## config.mk

```make
export PLATFORM = sky130hd
export DESIGN_NAME = rumble_pattern_player_flat
export DESIGN_NICKNAME = d
export VERILOG_FILES = /design/src/sv/rpp_pkg.sv /design/src/sv/rpp_if.sv /design/src/sv/rpp_slot.sv /design/src/sv/rpp_alloc.sv /design/src/sv/rpp_motor.sv /design/src/sv/rumble_pattern_player.sv /design/src/flat_wrapper.sv
export VERILOG_INCLUDE_DIRS = /design/src /design/src/sv
export SDC_FILE = /design/constraint.sdc
export NUM_CORES = 1
export LEC_CHECK = 0
export BUFFER_PORTS_ARGS = -buffer_cell sky130_fd_sc_hd__buf_4
export CORE_ASPECT_RATIO = 1.25
export CORE_MARGIN = 2
export CORE_UTILIZATION = 55
export DETAILED_ROUTE_END_ITERATION = 6
export GPL_ROUTABILITY_DRIVEN = 1
export GPL_TIMING_DRIVEN = 0
export HOLD_SLACK_MARGIN = 0.03
export PLACE_DENSITY = 0.72
export SETUP_SLACK_MARGIN = 0.02
export SYNTH_ARGS = -nofsm -noshare
export SYNTH_HDL_FRONTEND = slang
export SYNTH_SLANG_ARGS = --single-unit
```

## constraint.sdc

```tcl
create_clock -name clk -period 22.4 [get_ports clk]
set_input_delay 2.24 -clock clk [delete_from_list [all_inputs] [get_ports clk]]
set_output_delay 2.24 -clock clk [all_outputs]
set_load 0.02 [all_outputs]
```

## src/sv/rumble_pattern_player_defines.svh

```systemverilog
// assertion helpers for the rumble pattern player
`ifndef RUMBLE_PATTERN_PLAYER_DEFINES_SVH
`define RUMBLE_PATTERN_PLAYER_DEFINES_SVH

// same-cycle implication, clocked on clk, off while rst_n is low
`define RPP_ASSERT_IMP(label, ante, cons, msg) \
  label: assert property (@(posedge clk) disable iff (!rst_n) (ante) |-> (cons)) \
    else $error(msg);

// next-cycle implication, clocked on clk, off while rst_n is low
`define RPP_ASSERT_NXT(label, ante, cons, msg) \
  label: assert property (@(posedge clk) disable iff (!rst_n) (ante) |=> (cons)) \
    else $error(msg);

`endif

```

## src/sv/rpp_pkg.sv

```systemverilog
package rpp_pkg;

  // default sizes
  localparam int NUM_SLOTS_DEF  = 4;
  localparam int MAX_FRAMES_DEF = 64;

  // field widths
  localparam int MODE_W     = 2;
  localparam int HASH_W     = 32;
  localparam int BITS_W     = 64;
  localparam int LEN_W      = 7;
  localparam int SLOT_IDX_W = 4;
  localparam int STAMP_W    = 31;
  localparam int LIMIT_W    = 12;
  localparam int REL_W      = 4;
  localparam int HOLD_W     = 5;
  localparam int CMD_W      = 2;
  localparam int CFG_IDX_W  = 4;
  localparam int CFG_DATA_W = 12;

  // reset values
  localparam logic [LIMIT_W-1:0] OVERHEAT_RST = LIMIT_W'(1800);
  localparam logic [REL_W-1:0]   RELEASE_RST  = REL_W'(5);
  localparam logic [STAMP_W-1:0] STAMP_RST    = STAMP_W'(1);
  localparam int                 HOLD_FLOOR   = -9;

  // register indexes
  localparam logic [CFG_IDX_W-1:0] CFG_OVERHEAT = CFG_IDX_W'(0);
  localparam logic [CFG_IDX_W-1:0] CFG_RELEASE  = CFG_IDX_W'(1);

  typedef enum logic [MODE_W-1:0] {
    MODE_TICK = 2'd0,
    MODE_LOAD = 2'd1,
    MODE_STOP = 2'd2,
    MODE_NONE = 2'd3
  } mode_t;

  typedef enum logic [CMD_W-1:0] {
    CMD_NONE  = 2'd0,
    CMD_START = 2'd1,
    CMD_STOP  = 2'd2
  } cmd_t;

  typedef struct packed {
    logic tick;
    logic load;
    logic clear;
  } slot_ctrl_t;

  typedef struct packed {
    logic               busy;
    logic [HASH_W-1:0]  hash;
    logic [STAMP_W-1:0] stamp;
    logic               tick_level;
  } slot_stat_t;

  typedef struct packed {
    logic tick;
    logic stop;
  } motor_ctrl_t;

endpackage

```

## src/sv/rpp_if.sv

```systemverilog
interface rpp_in_if;
  logic                          valid;
  logic                          ready;
  logic [rpp_pkg::MODE_W-1:0]    mode;
  logic [rpp_pkg::HASH_W-1:0]    pattern_hash;
  logic [rpp_pkg::BITS_W-1:0]    pattern_bits;
  logic [rpp_pkg::LEN_W-1:0]     pattern_length;
  logic                          loop_flag;

  modport source (output valid, mode, pattern_hash, pattern_bits, pattern_length, loop_flag,
                  input ready);
  modport sink (input valid, mode, pattern_hash, pattern_bits, pattern_length, loop_flag,
                output ready);
endinterface

interface rpp_out_if;
  logic                          valid;
  logic                          ready;
  logic [rpp_pkg::CMD_W-1:0]     motor_command;
  logic                          motor_on;
  logic                          accepted;
  logic [rpp_pkg::SLOT_IDX_W-1:0] slot_index;
  logic                          cooling;

  modport source (output valid, motor_command, motor_on, accepted, slot_index, cooling,
                  input ready);
  modport sink (input valid, motor_command, motor_on, accepted, slot_index, cooling,
                output ready);
endinterface

interface rpp_cfg_if;
  logic                             valid;
  logic                             ready;
  logic [rpp_pkg::CFG_IDX_W-1:0]    index;
  logic [rpp_pkg::CFG_DATA_W-1:0]   data;

  modport source (output valid, index, data, input ready);
  modport sink (input valid, index, data, output ready);
endinterface

```

## src/sv/rpp_slot.sv

```systemverilog
module rpp_slot #(
  parameter int MAX_FRAMES = rpp_pkg::MAX_FRAMES_DEF,
  localparam int POS_W = $clog2(MAX_FRAMES + 1)
) (
  input  logic                          clk,
  input  logic                          rst_n,
  input  rpp_pkg::slot_ctrl_t           ctrl,
  input  logic [rpp_pkg::HASH_W-1:0]    ld_hash,
  input  logic [MAX_FRAMES-1:0]         ld_bits,
  input  logic [POS_W-1:0]              ld_len,
  input  logic                          ld_repeat,
  input  logic [rpp_pkg::STAMP_W-1:0]   ld_stamp,
  output rpp_pkg::slot_stat_t           stat
);

  logic                        busy_r, busy_nxt;
  logic                        level_r, level_nxt;
  logic [rpp_pkg::HASH_W-1:0]  hash_r;
  logic [MAX_FRAMES-1:0]       bits_r;
  logic [POS_W-1:0]            len_r;
  logic                        rep_r;
  logic [POS_W-1:0]            pos_r, pos_nxt;
  logic [rpp_pkg::STAMP_W-1:0] stamp_r;
  logic [MAX_FRAMES-1:0]       shifted;

  // frame advance as one tick would do it
  always_comb begin
    shifted   = bits_r >> pos_r;
    busy_nxt  = busy_r;
    level_nxt = level_r;
    pos_nxt   = pos_r;
    if (busy_r) begin
      if (pos_r >= len_r) begin
        if (rep_r) begin
          level_nxt = bits_r[0];
          pos_nxt   = POS_W'(1);
        end else begin
          busy_nxt  = 1'b0;
          level_nxt = 1'b0;
        end
      end else begin
        level_nxt = shifted[0];
        pos_nxt   = pos_r + POS_W'(1);
      end
    end
  end

  always_ff @(posedge clk) begin
    if (!rst_n) begin
      busy_r  <= 1'b0;
      level_r <= 1'b0;
    end else if (ctrl.clear) begin
      busy_r  <= 1'b0;
      level_r <= 1'b0;
    end else if (ctrl.load) begin
      busy_r <= 1'b1;
    end else if (ctrl.tick) begin
      busy_r  <= busy_nxt;
      level_r <= level_nxt;
    end
  end

  always_ff @(posedge clk) begin
    if (ctrl.load) begin
      hash_r  <= ld_hash;
      bits_r  <= ld_bits;
      len_r   <= ld_len;
      rep_r   <= ld_repeat;
      pos_r   <= '0;
      stamp_r <= ld_stamp;
    end else if (ctrl.tick) begin
      pos_r <= pos_nxt;
    end
  end

  assign stat.busy       = busy_r;
  assign stat.hash       = hash_r;
  assign stat.stamp      = stamp_r;
  assign stat.tick_level = level_nxt;

endmodule

```

## src/sv/rpp_alloc.sv

```systemverilog
module rpp_alloc #(
  parameter int NUM_SLOTS = rpp_pkg::NUM_SLOTS_DEF
) (
  input  rpp_pkg::slot_stat_t               stat [NUM_SLOTS],
  input  logic [rpp_pkg::HASH_W-1:0]        hash,
  output logic                              dup,
  output logic [NUM_SLOTS-1:0]              pick_oh,
  output logic [rpp_pkg::SLOT_IDX_W-1:0]    pick_idx
);

  logic [NUM_SLOTS-1:0] dup_vec;
  logic [NUM_SLOTS-1:0] empty_vec;
  logic [NUM_SLOTS-1:0] oldest_vec;
  logic [NUM_SLOTS-1:0] cand;
  logic                 seen;

  // all pairwise stamp compares in parallel; ties go to the lower index
  always_comb begin
    for (int i = 0; i < NUM_SLOTS; i++) begin
      dup_vec[i]    = stat[i].busy && (stat[i].hash == hash);
      empty_vec[i]  = !stat[i].busy;
      oldest_vec[i] = 1'b1;
      for (int j = 0; j < NUM_SLOTS; j++) begin
        if (j < i && !(stat[i].stamp < stat[j].stamp)) oldest_vec[i] = 1'b0;
        if (j > i && (stat[i].stamp > stat[j].stamp)) oldest_vec[i] = 1'b0;
      end
    end
  end

  assign dup  = |dup_vec;
  assign cand = dup ? dup_vec : ((|empty_vec) ? empty_vec : oldest_vec);

  // first candidate wins
  always_comb begin
    pick_oh  = '0;
    pick_idx = '0;
    seen     = 1'b0;
    for (int i = 0; i < NUM_SLOTS; i++) begin
      if (cand[i] && !seen) begin
        pick_oh[i] = 1'b1;
        pick_idx   = rpp_pkg::SLOT_IDX_W'(i);
        seen       = 1'b1;
      end
    end
  end

endmodule

```

## src/sv/rpp_motor.sv

```systemverilog
module rpp_motor (
  input  logic                           clk,
  input  logic                           rst_n,
  input  rpp_pkg::motor_ctrl_t           ctrl,
  input  logic                           req,
  input  logic [rpp_pkg::LIMIT_W-1:0]    limit,
  input  logic [rpp_pkg::REL_W-1:0]      rel,
  output rpp_pkg::cmd_t                  cmd,
  output logic                           motor_on_nxt,
  output logic                           cool_nxt
);

  localparam int HW = rpp_pkg::HOLD_W;
  localparam int LW = rpp_pkg::LIMIT_W;
  localparam logic signed [HW:0] HOLD_FLOOR_S = (HW+1)'(rpp_pkg::HOLD_FLOOR);

  logic                  motor_r, tick_motor;
  logic                  cool_r, tick_cool;
  logic signed [HW-1:0]  hold_r, hold_nxt;
  logic [LW-1:0]         run_r, run_nxt;
  logic signed [HW:0]    hdec, hrel;
  logic [LW:0]           run_inc;
  rpp_pkg::cmd_t         tick_cmd;

  always_comb begin
    tick_motor = motor_r;
    tick_cool  = cool_r;
    hold_nxt   = hold_r;
    run_nxt    = run_r;
    tick_cmd   = rpp_pkg::CMD_NONE;
    hdec       = $signed({hold_r[HW-1], hold_r}) - (HW+1)'(1);
    hrel       = $signed({2'b00, rel});
    run_inc    = {1'b0, run_r} + (LW+1)'(1);
    if (cool_r) begin
      // cooldown: count down, stop on every tick
      tick_cmd = rpp_pkg::CMD_STOP;
      if (run_r <= LW'(1)) begin
        tick_cool = 1'b0;
        run_nxt   = '0;
      end else begin
        run_nxt = run_r - LW'(1);
      end
    end else begin
      if (req) begin
        if (!motor_r) begin
          tick_motor = 1'b1;
          tick_cmd   = rpp_pkg::CMD_START;
        end
        hold_nxt = $signed({1'b0, rel});
      end else begin
        if (motor_r) begin
          tick_motor = 1'b0;
          tick_cmd   = rpp_pkg::CMD_STOP;
        end
        if (hdec < HOLD_FLOOR_S) hdec = HOLD_FLOOR_S;
        if (hdec > hrel) hdec = hrel;
        hold_nxt = hdec[HW-1:0];
      end
      if (!req && hdec[HW]) begin
        run_nxt = '0;
      end else if (run_inc > {1'b0, limit}) begin
        tick_cool = 1'b1;
        run_nxt   = limit;
      end else begin
        run_nxt = run_inc[LW-1:0];
      end
    end
  end

  always_comb begin
    cmd          = rpp_pkg::CMD_NONE;
    motor_on_nxt = motor_r;
    cool_nxt     = cool_r;
    if (ctrl.tick) begin
      cmd          = tick_cmd;
      motor_on_nxt = tick_motor;
      cool_nxt     = tick_cool;
    end else if (ctrl.stop) begin
      cmd          = rpp_pkg::CMD_STOP;
      motor_on_nxt = 1'b0;
    end
  end

  always_ff @(posedge clk) begin
    if (!rst_n) begin
      motor_r <= 1'b0;
      cool_r  <= 1'b0;
      hold_r  <= '0;
      run_r   <= '0;
    end else if (ctrl.tick) begin
      motor_r <= tick_motor;
      cool_r  <= tick_cool;
      hold_r  <= hold_nxt;
      run_r   <= run_nxt;
    end else if (ctrl.stop) begin
      motor_r <= 1'b0;
    end
  end

endmodule

```

## src/sv/rumble_pattern_player.sv

```systemverilog
// channel   dir  handshake      payload
// in_ch     in   valid/ready    mode, pattern_hash, pattern_bits, pattern_length, loop_flag
// out_ch    out  valid/ready    motor_command, motor_on, accepted, slot_index, cooling
// cfg_ch    in   valid/ready    index, data (0 overheat_limit, 1 release_hold)
//
// every item goes through the input register, one pass of slot/allocation/motor logic and the
// result register; an item can be accepted every cycle while out_ch.ready does not stall it
// an accepted item reaches out_ch.valid through the input register and then the result register
// rst_n is synchronous, active low; no clearing pass, slots are free right after reset
// out_ch.ready low holds the result register and then the input register, so in_ch.ready
// falls only once both are full
// cfg_ch is always ready

`include "rumble_pattern_player_defines.svh"

module rumble_pattern_player #(
  parameter int NUM_SLOTS  = rpp_pkg::NUM_SLOTS_DEF,
  parameter int MAX_FRAMES = rpp_pkg::MAX_FRAMES_DEF
) (
  input logic      clk,
  input logic      rst_n,
  rpp_in_if.sink   in_ch,
  rpp_out_if.source out_ch,
  rpp_cfg_if.sink  cfg_ch
);

  localparam int POS_W = $clog2(MAX_FRAMES + 1);

  // configuration registers
  logic [rpp_pkg::LIMIT_W-1:0] limit_r;
  logic [rpp_pkg::REL_W-1:0]   rel_r;

  // input register
  logic                         in_vld_r;
  logic [rpp_pkg::MODE_W-1:0]   in_mode_r;
  logic [rpp_pkg::HASH_W-1:0]   in_hash_r;
  logic [rpp_pkg::BITS_W-1:0]   in_bits_r;
  logic [rpp_pkg::LEN_W-1:0]    in_len_r;
  logic                         in_loop_r;

  // result register
  logic                           out_vld_r;
  rpp_pkg::cmd_t                  out_cmd_r, out_cmd_nxt;
  logic                           out_on_r, out_on_nxt;
  logic                           out_acc_r, out_acc_nxt;
  logic [rpp_pkg::SLOT_IDX_W-1:0] out_idx_r, out_idx_nxt;
  logic                           out_cool_r, out_cool_nxt;

  // load sequence stamp
  logic [rpp_pkg::STAMP_W-1:0] stamp_r, stamp_nxt;

  logic                 fire;
  logic                 is_tick, is_load, is_stop;
  rpp_pkg::mode_t       mode;
  logic [POS_W-1:0]     ld_len;
  logic                 dup;
  logic                 do_load;
  logic [NUM_SLOTS-1:0] pick_oh;
  logic [NUM_SLOTS-1:0] load_vec;
  logic [NUM_SLOTS-1:0] busy_vec;
  logic [NUM_SLOTS-1:0] level_vec;
  logic [rpp_pkg::SLOT_IDX_W-1:0] pick_idx;
  rpp_pkg::slot_stat_t  stat [NUM_SLOTS];
  rpp_pkg::motor_ctrl_t mctrl;
  rpp_pkg::cmd_t        motor_cmd;
  logic                 motor_on_nxt;
  logic                 cool_nxt;

  // an item in the input register moves on when the result register frees up
  assign fire        = in_vld_r && (!out_vld_r || out_ch.ready);
  assign in_ch.ready = !in_vld_r || fire;
  assign cfg_ch.ready = 1'b1;

  assign mode = rpp_pkg::mode_t'(in_mode_r);

  always_comb begin
    is_tick = 1'b0;
    is_load = 1'b0;
    is_stop = 1'b0;
    case (mode)
      rpp_pkg::MODE_TICK: is_tick = 1'b1;
      rpp_pkg::MODE_LOAD: is_load = 1'b1;
      rpp_pkg::MODE_STOP: is_stop = 1'b1;
      default: ;  // unused mode leaves everything alone
    endcase
  end

  always_ff @(posedge clk) begin
    if (!rst_n) begin
      limit_r <= rpp_pkg::OVERHEAT_RST;
      rel_r   <= rpp_pkg::RELEASE_RST;
    end else if (cfg_ch.valid) begin
      if (cfg_ch.index == rpp_pkg::CFG_OVERHEAT) begin
        limit_r <= cfg_ch.data[rpp_pkg::LIMIT_W-1:0];
      end else if (cfg_ch.index == rpp_pkg::CFG_RELEASE) begin
        rel_r <= cfg_ch.data[rpp_pkg::REL_W-1:0];
      end
    end
  end

  always_ff @(posedge clk) begin
    if (!rst_n) begin
      in_vld_r <= 1'b0;
    end else if (in_ch.ready) begin
      in_vld_r <= in_ch.valid;
    end
  end

  always_ff @(posedge clk) begin
    if (in_ch.valid && in_ch.ready) begin
      in_mode_r <= in_ch.mode;
      in_hash_r <= in_ch.pattern_hash;
      in_bits_r <= in_ch.pattern_bits;
      in_len_r  <= in_ch.pattern_length;
      in_loop_r <= in_ch.loop_flag;
    end
  end

  // lengths past the slot capacity saturate
  assign ld_len = (in_len_r > rpp_pkg::LEN_W'(MAX_FRAMES)) ? POS_W'(MAX_FRAMES)
                                                           : POS_W'(in_len_r);

  // a new load is stamped with the advanced counter, wrapping at 31 bits
  assign stamp_nxt = stamp_r + rpp_pkg::STAMP_W'(1);
  assign do_load   = fire && is_load && !dup;
  assign load_vec  = do_load ? pick_oh : '0;

  always_ff @(posedge clk) begin
    if (!rst_n) begin
      stamp_r <= rpp_pkg::STAMP_RST;
    end else if (do_load) begin
      stamp_r <= stamp_nxt;
    end
  end

  // pattern slots
  for (genvar g = 0; g < NUM_SLOTS; g++) begin : g_slot
    rpp_pkg::slot_ctrl_t sctrl;

    assign sctrl.tick  = fire && is_tick;
    assign sctrl.load  = load_vec[g];
    assign sctrl.clear = fire && is_stop;

    rpp_slot #(
      .MAX_FRAMES (MAX_FRAMES)
    ) u_slot (
      .clk       (clk),
      .rst_n     (rst_n),
      .ctrl      (sctrl),
      .ld_hash   (in_hash_r),
      .ld_bits   (in_bits_r[MAX_FRAMES-1:0]),
      .ld_len    (ld_len),
      .ld_repeat (in_loop_r),
      .ld_stamp  (stamp_nxt),
      .stat      (stat[g])
    );

    assign busy_vec[g]  = stat[g].busy;
    assign level_vec[g] = stat[g].tick_level;
  end

  // duplicate check, then lowest free slot, then oldest stamp
  rpp_alloc #(
    .NUM_SLOTS (NUM_SLOTS)
  ) u_alloc (
    .stat     (stat),
    .hash     (in_hash_r),
    .dup      (dup),
    .pick_oh  (pick_oh),
    .pick_idx (pick_idx)
  );

  // motor request is the OR of every slot level after the tick
  assign mctrl.tick = fire && is_tick;
  assign mctrl.stop = fire && is_stop;

  rpp_motor u_motor (
    .clk          (clk),
    .rst_n        (rst_n),
    .ctrl         (mctrl),
    .req          (|level_vec),
    .limit        (limit_r),
    .rel          (rel_r),
    .cmd          (motor_cmd),
    .motor_on_nxt (motor_on_nxt),
    .cool_nxt     (cool_nxt)
  );

  // result fields
  always_comb begin
    out_cmd_nxt  = motor_cmd;
    out_on_nxt   = motor_on_nxt;
    out_cool_nxt = cool_nxt;
    out_acc_nxt  = is_load && !dup;
    out_idx_nxt  = is_load ? pick_idx : '0;
  end

  always_ff @(posedge clk) begin
    if (!rst_n) begin
      out_vld_r <= 1'b0;
    end else if (fire) begin
      out_vld_r <= 1'b1;
    end else if (out_ch.ready) begin
      out_vld_r <= 1'b0;
    end
  end

  always_ff @(posedge clk) begin
    if (fire) begin
      out_cmd_r  <= out_cmd_nxt;
      out_on_r   <= out_on_nxt;
      out_acc_r  <= out_acc_nxt;
      out_idx_r  <= out_idx_nxt;
      out_cool_r <= out_cool_nxt;
    end
  end

  assign out_ch.valid         = out_vld_r;
  assign out_ch.motor_command = out_cmd_r;
  assign out_ch.motor_on      = out_on_r;
  assign out_ch.accepted      = out_acc_r;
  assign out_ch.slot_index    = out_idx_r;
  assign out_ch.cooling       = out_cool_r;

  // a load fills at most one slot
  `RPP_ASSERT_IMP(a_one_load, 1'b1, $onehot0(load_vec), "more than one slot loaded")
  // stop all frees every slot
  `RPP_ASSERT_NXT(a_stop_frees, fire && is_stop, busy_vec == '0, "slot busy after stop")
  // a placed load names a slot that exists
  `RPP_ASSERT_IMP(a_slot_range, out_vld_r && out_acc_r, int'(out_idx_r) < NUM_SLOTS,
    "load placed outside the slot range")

endmodule
```

## src/flat_wrapper.sv

```systemverilog
// flat-port wrapper written by rule: the top's interface ports become plain ports
module rumble_pattern_player_flat 
#(
  parameter int NUM_SLOTS  = rpp_pkg::NUM_SLOTS_DEF,
  parameter int MAX_FRAMES = rpp_pkg::MAX_FRAMES_DEF
)
  (clk, rst_n, in_ch_valid, in_ch_mode, in_ch_pattern_hash, in_ch_pattern_bits, in_ch_pattern_length, in_ch_loop_flag, in_ch_ready, out_ch_valid, out_ch_motor_command, out_ch_motor_on, out_ch_accepted, out_ch_slot_index, out_ch_cooling, out_ch_ready, cfg_ch_valid, cfg_ch_index, cfg_ch_data, cfg_ch_ready);
  rpp_in_if in_ch_i ();
  rpp_out_if out_ch_i ();
  rpp_cfg_if cfg_ch_i ();
  input logic clk;
  input logic rst_n;
  input wire logic [$bits(in_ch_i.valid)-1:0] in_ch_valid;
  input wire logic [$bits(in_ch_i.mode)-1:0] in_ch_mode;
  input wire logic [$bits(in_ch_i.pattern_hash)-1:0] in_ch_pattern_hash;
  input wire logic [$bits(in_ch_i.pattern_bits)-1:0] in_ch_pattern_bits;
  input wire logic [$bits(in_ch_i.pattern_length)-1:0] in_ch_pattern_length;
  input wire logic [$bits(in_ch_i.loop_flag)-1:0] in_ch_loop_flag;
  output wire logic [$bits(in_ch_i.ready)-1:0] in_ch_ready;
  output wire logic [$bits(out_ch_i.valid)-1:0] out_ch_valid;
  output wire logic [$bits(out_ch_i.motor_command)-1:0] out_ch_motor_command;
  output wire logic [$bits(out_ch_i.motor_on)-1:0] out_ch_motor_on;
  output wire logic [$bits(out_ch_i.accepted)-1:0] out_ch_accepted;
  output wire logic [$bits(out_ch_i.slot_index)-1:0] out_ch_slot_index;
  output wire logic [$bits(out_ch_i.cooling)-1:0] out_ch_cooling;
  input wire logic [$bits(out_ch_i.ready)-1:0] out_ch_ready;
  input wire logic [$bits(cfg_ch_i.valid)-1:0] cfg_ch_valid;
  input wire logic [$bits(cfg_ch_i.index)-1:0] cfg_ch_index;
  input wire logic [$bits(cfg_ch_i.data)-1:0] cfg_ch_data;
  output wire logic [$bits(cfg_ch_i.ready)-1:0] cfg_ch_ready;
  assign in_ch_i.valid = in_ch_valid;
  assign in_ch_i.mode = in_ch_mode;
  assign in_ch_i.pattern_hash = in_ch_pattern_hash;
  assign in_ch_i.pattern_bits = in_ch_pattern_bits;
  assign in_ch_i.pattern_length = in_ch_pattern_length;
  assign in_ch_i.loop_flag = in_ch_loop_flag;
  assign in_ch_ready = in_ch_i.ready;
  assign out_ch_valid = out_ch_i.valid;
  assign out_ch_motor_command = out_ch_i.motor_command;
  assign out_ch_motor_on = out_ch_i.motor_on;
  assign out_ch_accepted = out_ch_i.accepted;
  assign out_ch_slot_index = out_ch_i.slot_index;
  assign out_ch_cooling = out_ch_i.cooling;
  assign out_ch_i.ready = out_ch_ready;
  assign cfg_ch_i.valid = cfg_ch_valid;
  assign cfg_ch_i.index = cfg_ch_index;
  assign cfg_ch_i.data = cfg_ch_data;
  assign cfg_ch_ready = cfg_ch_i.ready;
  rumble_pattern_player #(.NUM_SLOTS(NUM_SLOTS), .MAX_FRAMES(MAX_FRAMES)) u_core (.clk(clk), .rst_n(rst_n), .in_ch(in_ch_i), .out_ch(out_ch_i), .cfg_ch(cfg_ch_i));
endmodule
```

==> qor.txt <==
outcome: complete, no violations
PwrDens: 74.1 nW/um^2
Fillers: 4741
HP Class: reg2reg
clock sink count: 757
FMAX: 0.178 GHz
footprint of the multi-input gates: 12100 sq um
worst skew pair latency: 0.63 ns
antenna-violating nets left: 0
Clock Power Share: 43.6%
most frequent cells in the layout: 653 x edfxtp_1, 237 x ha_1, 164 x inv_1, 154 x xnor2_1, 153 x buf_4
1st-iter DRT viols: 1652
final hold vios: 0
via/cell ratio: 5.81
# DRC: 0
WL per Instance: 22.6 um
Place WS: 16.21 ns
Initial Utilization: 55.3%
# rows: 103
area added between synthesis and finish: 14.7%
Post-synth EDFFs: 653
top_reg_cell synth: edfxtp_1
Die ar.: 65300 sq um
FF+latch count, synth: 757
CP max FO: 10
I/O Pins: 139
vias in the first global route: 22000
first-pass GRT wire length: 128 mm
post-route design area: 39900 sq um
WP data required: 22.72 ns
period utilisation layout: 25.0%
Synth Instances: 2522
switching power: 0.614 mW
final net count: 3143
RSZ-0062 raised after global routing: no
pin count of the biggest net entering global routing: 60
Root Buffer: clkbuf_16
Peak VDD IR: 72.8 uV
Critical Path Source Type: primary input
Synth Cell Area: 34800 sq um
TritonCTS clock tree: built
CP Capture Type: flip-flop
Post-CTS Setup Inserts: 0
static leakage: 14.3 nW
GP Congestion: 0.916
Yosys Warn Count: 0
drt pass-1 iters: 6
critical path class: in2reg
sequential share of the synthesized area: 62.3%
syn_area_per_cell: 13.8 sq um
Final Skew: 0.0392 ns
CTS Hold Bufs: 0
distinct cell type count after synthesis: 69
max-cap violation count: 0
fin cells: 3684
DP Cell Count: 3540
most common cell after layout, fill and taps aside: edfxtp_1
layout cell share with drive strength beyond 1: 14.0%
clk buf depth: 3
initial antenna violation count: 0
Core Region: 62900 sq um
Die Wd: 229 um
Detailed Route WL: 83.3 mm
P_int: 2.34 mW
Gate power share: 3.4%
Final Slew Violations: 0
Worst Path Arrival: 5.92 ns
PostCTS Resize Cnt: 0
Num CTS Buffers: 77
grt total ovfl: 0
setup ws final: 16.80 ns
H-tree depth: 3
ys async rst share: 0%
total global-route track usage: 25.7%
Seq pwr share: 53.0%
flip-flop and latch area: 21700 sq um
Tightest Pin Transition: 1.23 ns
dpl hpwl: 62.2 mm
Post-Place Cell Area: 37400 sq um
Final Setup Violations: 0
worst rel slew slack: 17.9%
Util after Layout: 63.5%
I/O Buffers: 134
clock transition at the registers of the reported paths: 0.06 ns
Chip Height: 285 um
DR vias: 21400
switching share of power: 20.8%
Min Clock Period, post-route: 5.60 ns
critical path, cell delays in order:
cell and delay (ns):
buf_4 0.08, nor2b_1 0.06, nor2b_1 0.94, nand4b_1 0.22, or2_2 0.35, clkbuf_1 0.23
a2111oi_2 0.58, buf_2 0.33, buf_6 0.17, buf_4 0.16, buf_4 0.17, buf_4 0.19
buf_4 0.20
power by group through the flow:
stage | sequential [mW] | combinational [mW] | clock, mW
final | 1.57 | 0.0999 | 1.29
after global placement | 1.60 | 0.0948 | 0
after detailed placement | 1.60 | 0.0992 | 0
after floorplan | 1.59 | 0.0568 | 0
after global routing | 1.57 | 0.109 | 1.36
after CTS | 1.57 | 0.0998 | 1.31
per-layer routing:
metal | wire length, um | part of all wire, % | vias up | global-route usage, %
li1 | - | - | 9978 | -
met1 | 31900 | 38 | 10500 | 30.8
met2 | 43000 | 52 | 727 | 45.6
met3 | 4300 | 5.2 | 204 | 3.57
met4 | 4070 | 4.9 | 0 | 12.5
met5 | 0 | 0 | - | 0
final timing paths:
path | from | to | slack (ns) | depth (start not counted)
worst min-delay path | u_core.g_slot[0].u_slot.level_r | u_core.g_slot[0].u_slot.level_r | 0.48 | 2
worst min register to register | u_core.g_slot[0].u_slot.level_r | u_core.g_slot[0].u_slot.level_r | 0.48 | 2
worst max-delay path | out_ch_ready | u_core.g_slot[2].u_slot.bits_r[14] | 16.80 | 13
worst max register to register | u_core.g_slot[2].u_slot.stamp_r[30] | u_core.g_slot[2].u_slot.bits_r[14] | 17.04 | 14
cell families after synthesis:
kind of cell,after synthesis,share of synthesized area (%)
compound gates,344,6.48
xor+xnor,210,5.29
buf+inv,256,2.83
other cells,2,0.0216
fa+ha+maj,237,8.52
mux,113,5.57
simple gates,603,8.95
flops,757,62.3
final cells by class:
class | count | share of cell area, %
clock inverters | 40 | 0.984
clock buffers | 103 | 5.41
diodes | 1 | 0.00627
inverters | 166 | 1.56
repair buffers | 177 | 3.73
plain buffers | 90 | 0.918
multi-input cells | 1510 | 30.4
well taps | 840 | 2.63
flip-flops and latches | 757 | 54.3
Yosys cell counts, types with 4 or more instances:
cell type	count	area share (%)
edfxtp_1	653	56
ha_1	237	8.5
inv_1	164	1.8
xnor2_1	154	3.9
nand2_1	145	1.6
dfxtp_1	104	6.0
a21oi_1	100	1.4
nor2_1	91	0.98
nand4_1	77	1.4
clkbuf_1	70	0.76
o21ai_0	69	0.99
nand3_1	66	0.95
mux4_2	63	4.1
xor2_1	56	1.4
nor3_1	42	0.60
and2_1	37	0.67
mux2i_1	35	1.0
nor2b_1	33	0.59
a21o_1	26	0.56
nand2b_1	26	0.47
o211ai_1	25	0.54
nor4_1	23	0.41
and3_1	19	0.34
a211oi_1	18	0.39
a21boi_0	18	0.39
mux2_2	15	0.49
buf_2	11	0.16
or3_1	11	0.20
o21a_1	10	0.22
and4_1	8	0.20
a221o_1	7	0.20
a31oi_1	6	0.11
buf_1	6	0.065
nand4b_1	6	0.15
a211o_1	5	0.13
a2bb2oi_1	4	0.10
a311oi_1	4	0.10
a32oi_1	4	0.10
a41o_1	4	0.12
nor4b_1	4	0.10
o22ai_1	4	0.072
o311ai_0	4	0.10
o41ai_1	4	0.10
or2_2	4	0.072
state kept, by name (all words and copies together), names as in the netlist, 2 cells and up:
signal / flops
u_core.in_mode_r: 2
u_core.g_slot.u_slot.rep_r: 4
u_core.rel_r: 4
u_core.limit_r: 12
u_core.g_slot.u_slot.pos_r: 28
u_core.in_len_r: 7
u_core.out_ch.motor_command: 2
u_core.g_slot.u_slot.level_r: 4
u_core.u_motor.hold_r: 5
u_core.g_slot.u_slot.busy_r: 4
u_core.g_slot.u_slot.hash_r: 128
u_core.out_ch.slot_index: 2
u_core.g_slot.u_slot.stamp_r: 124
u_core.stamp_r: 31
u_core.g_slot.u_slot.bits_r: 256
u_core.u_motor.run_r: 12
u_core.g_slot.u_slot.len_r: 28
u_core.in_hash_r: 32
u_core.in_bits_r: 64
stage by stage:
stage / power [mW] / setup TNS [ns] / hold WS, ns
final: 2.96 / 0 / 0.479
after global routing: 3.04 / 0 / 0.519
after CTS: 2.98 / 0 / 0.477
after detailed placement: 1.70 / 0 / 0.468
after global placement: 1.70 / -1126.11 / 0.452
after floorplan: 1.65 / 0 / 0.436
(Power assumes the default switching activity.)
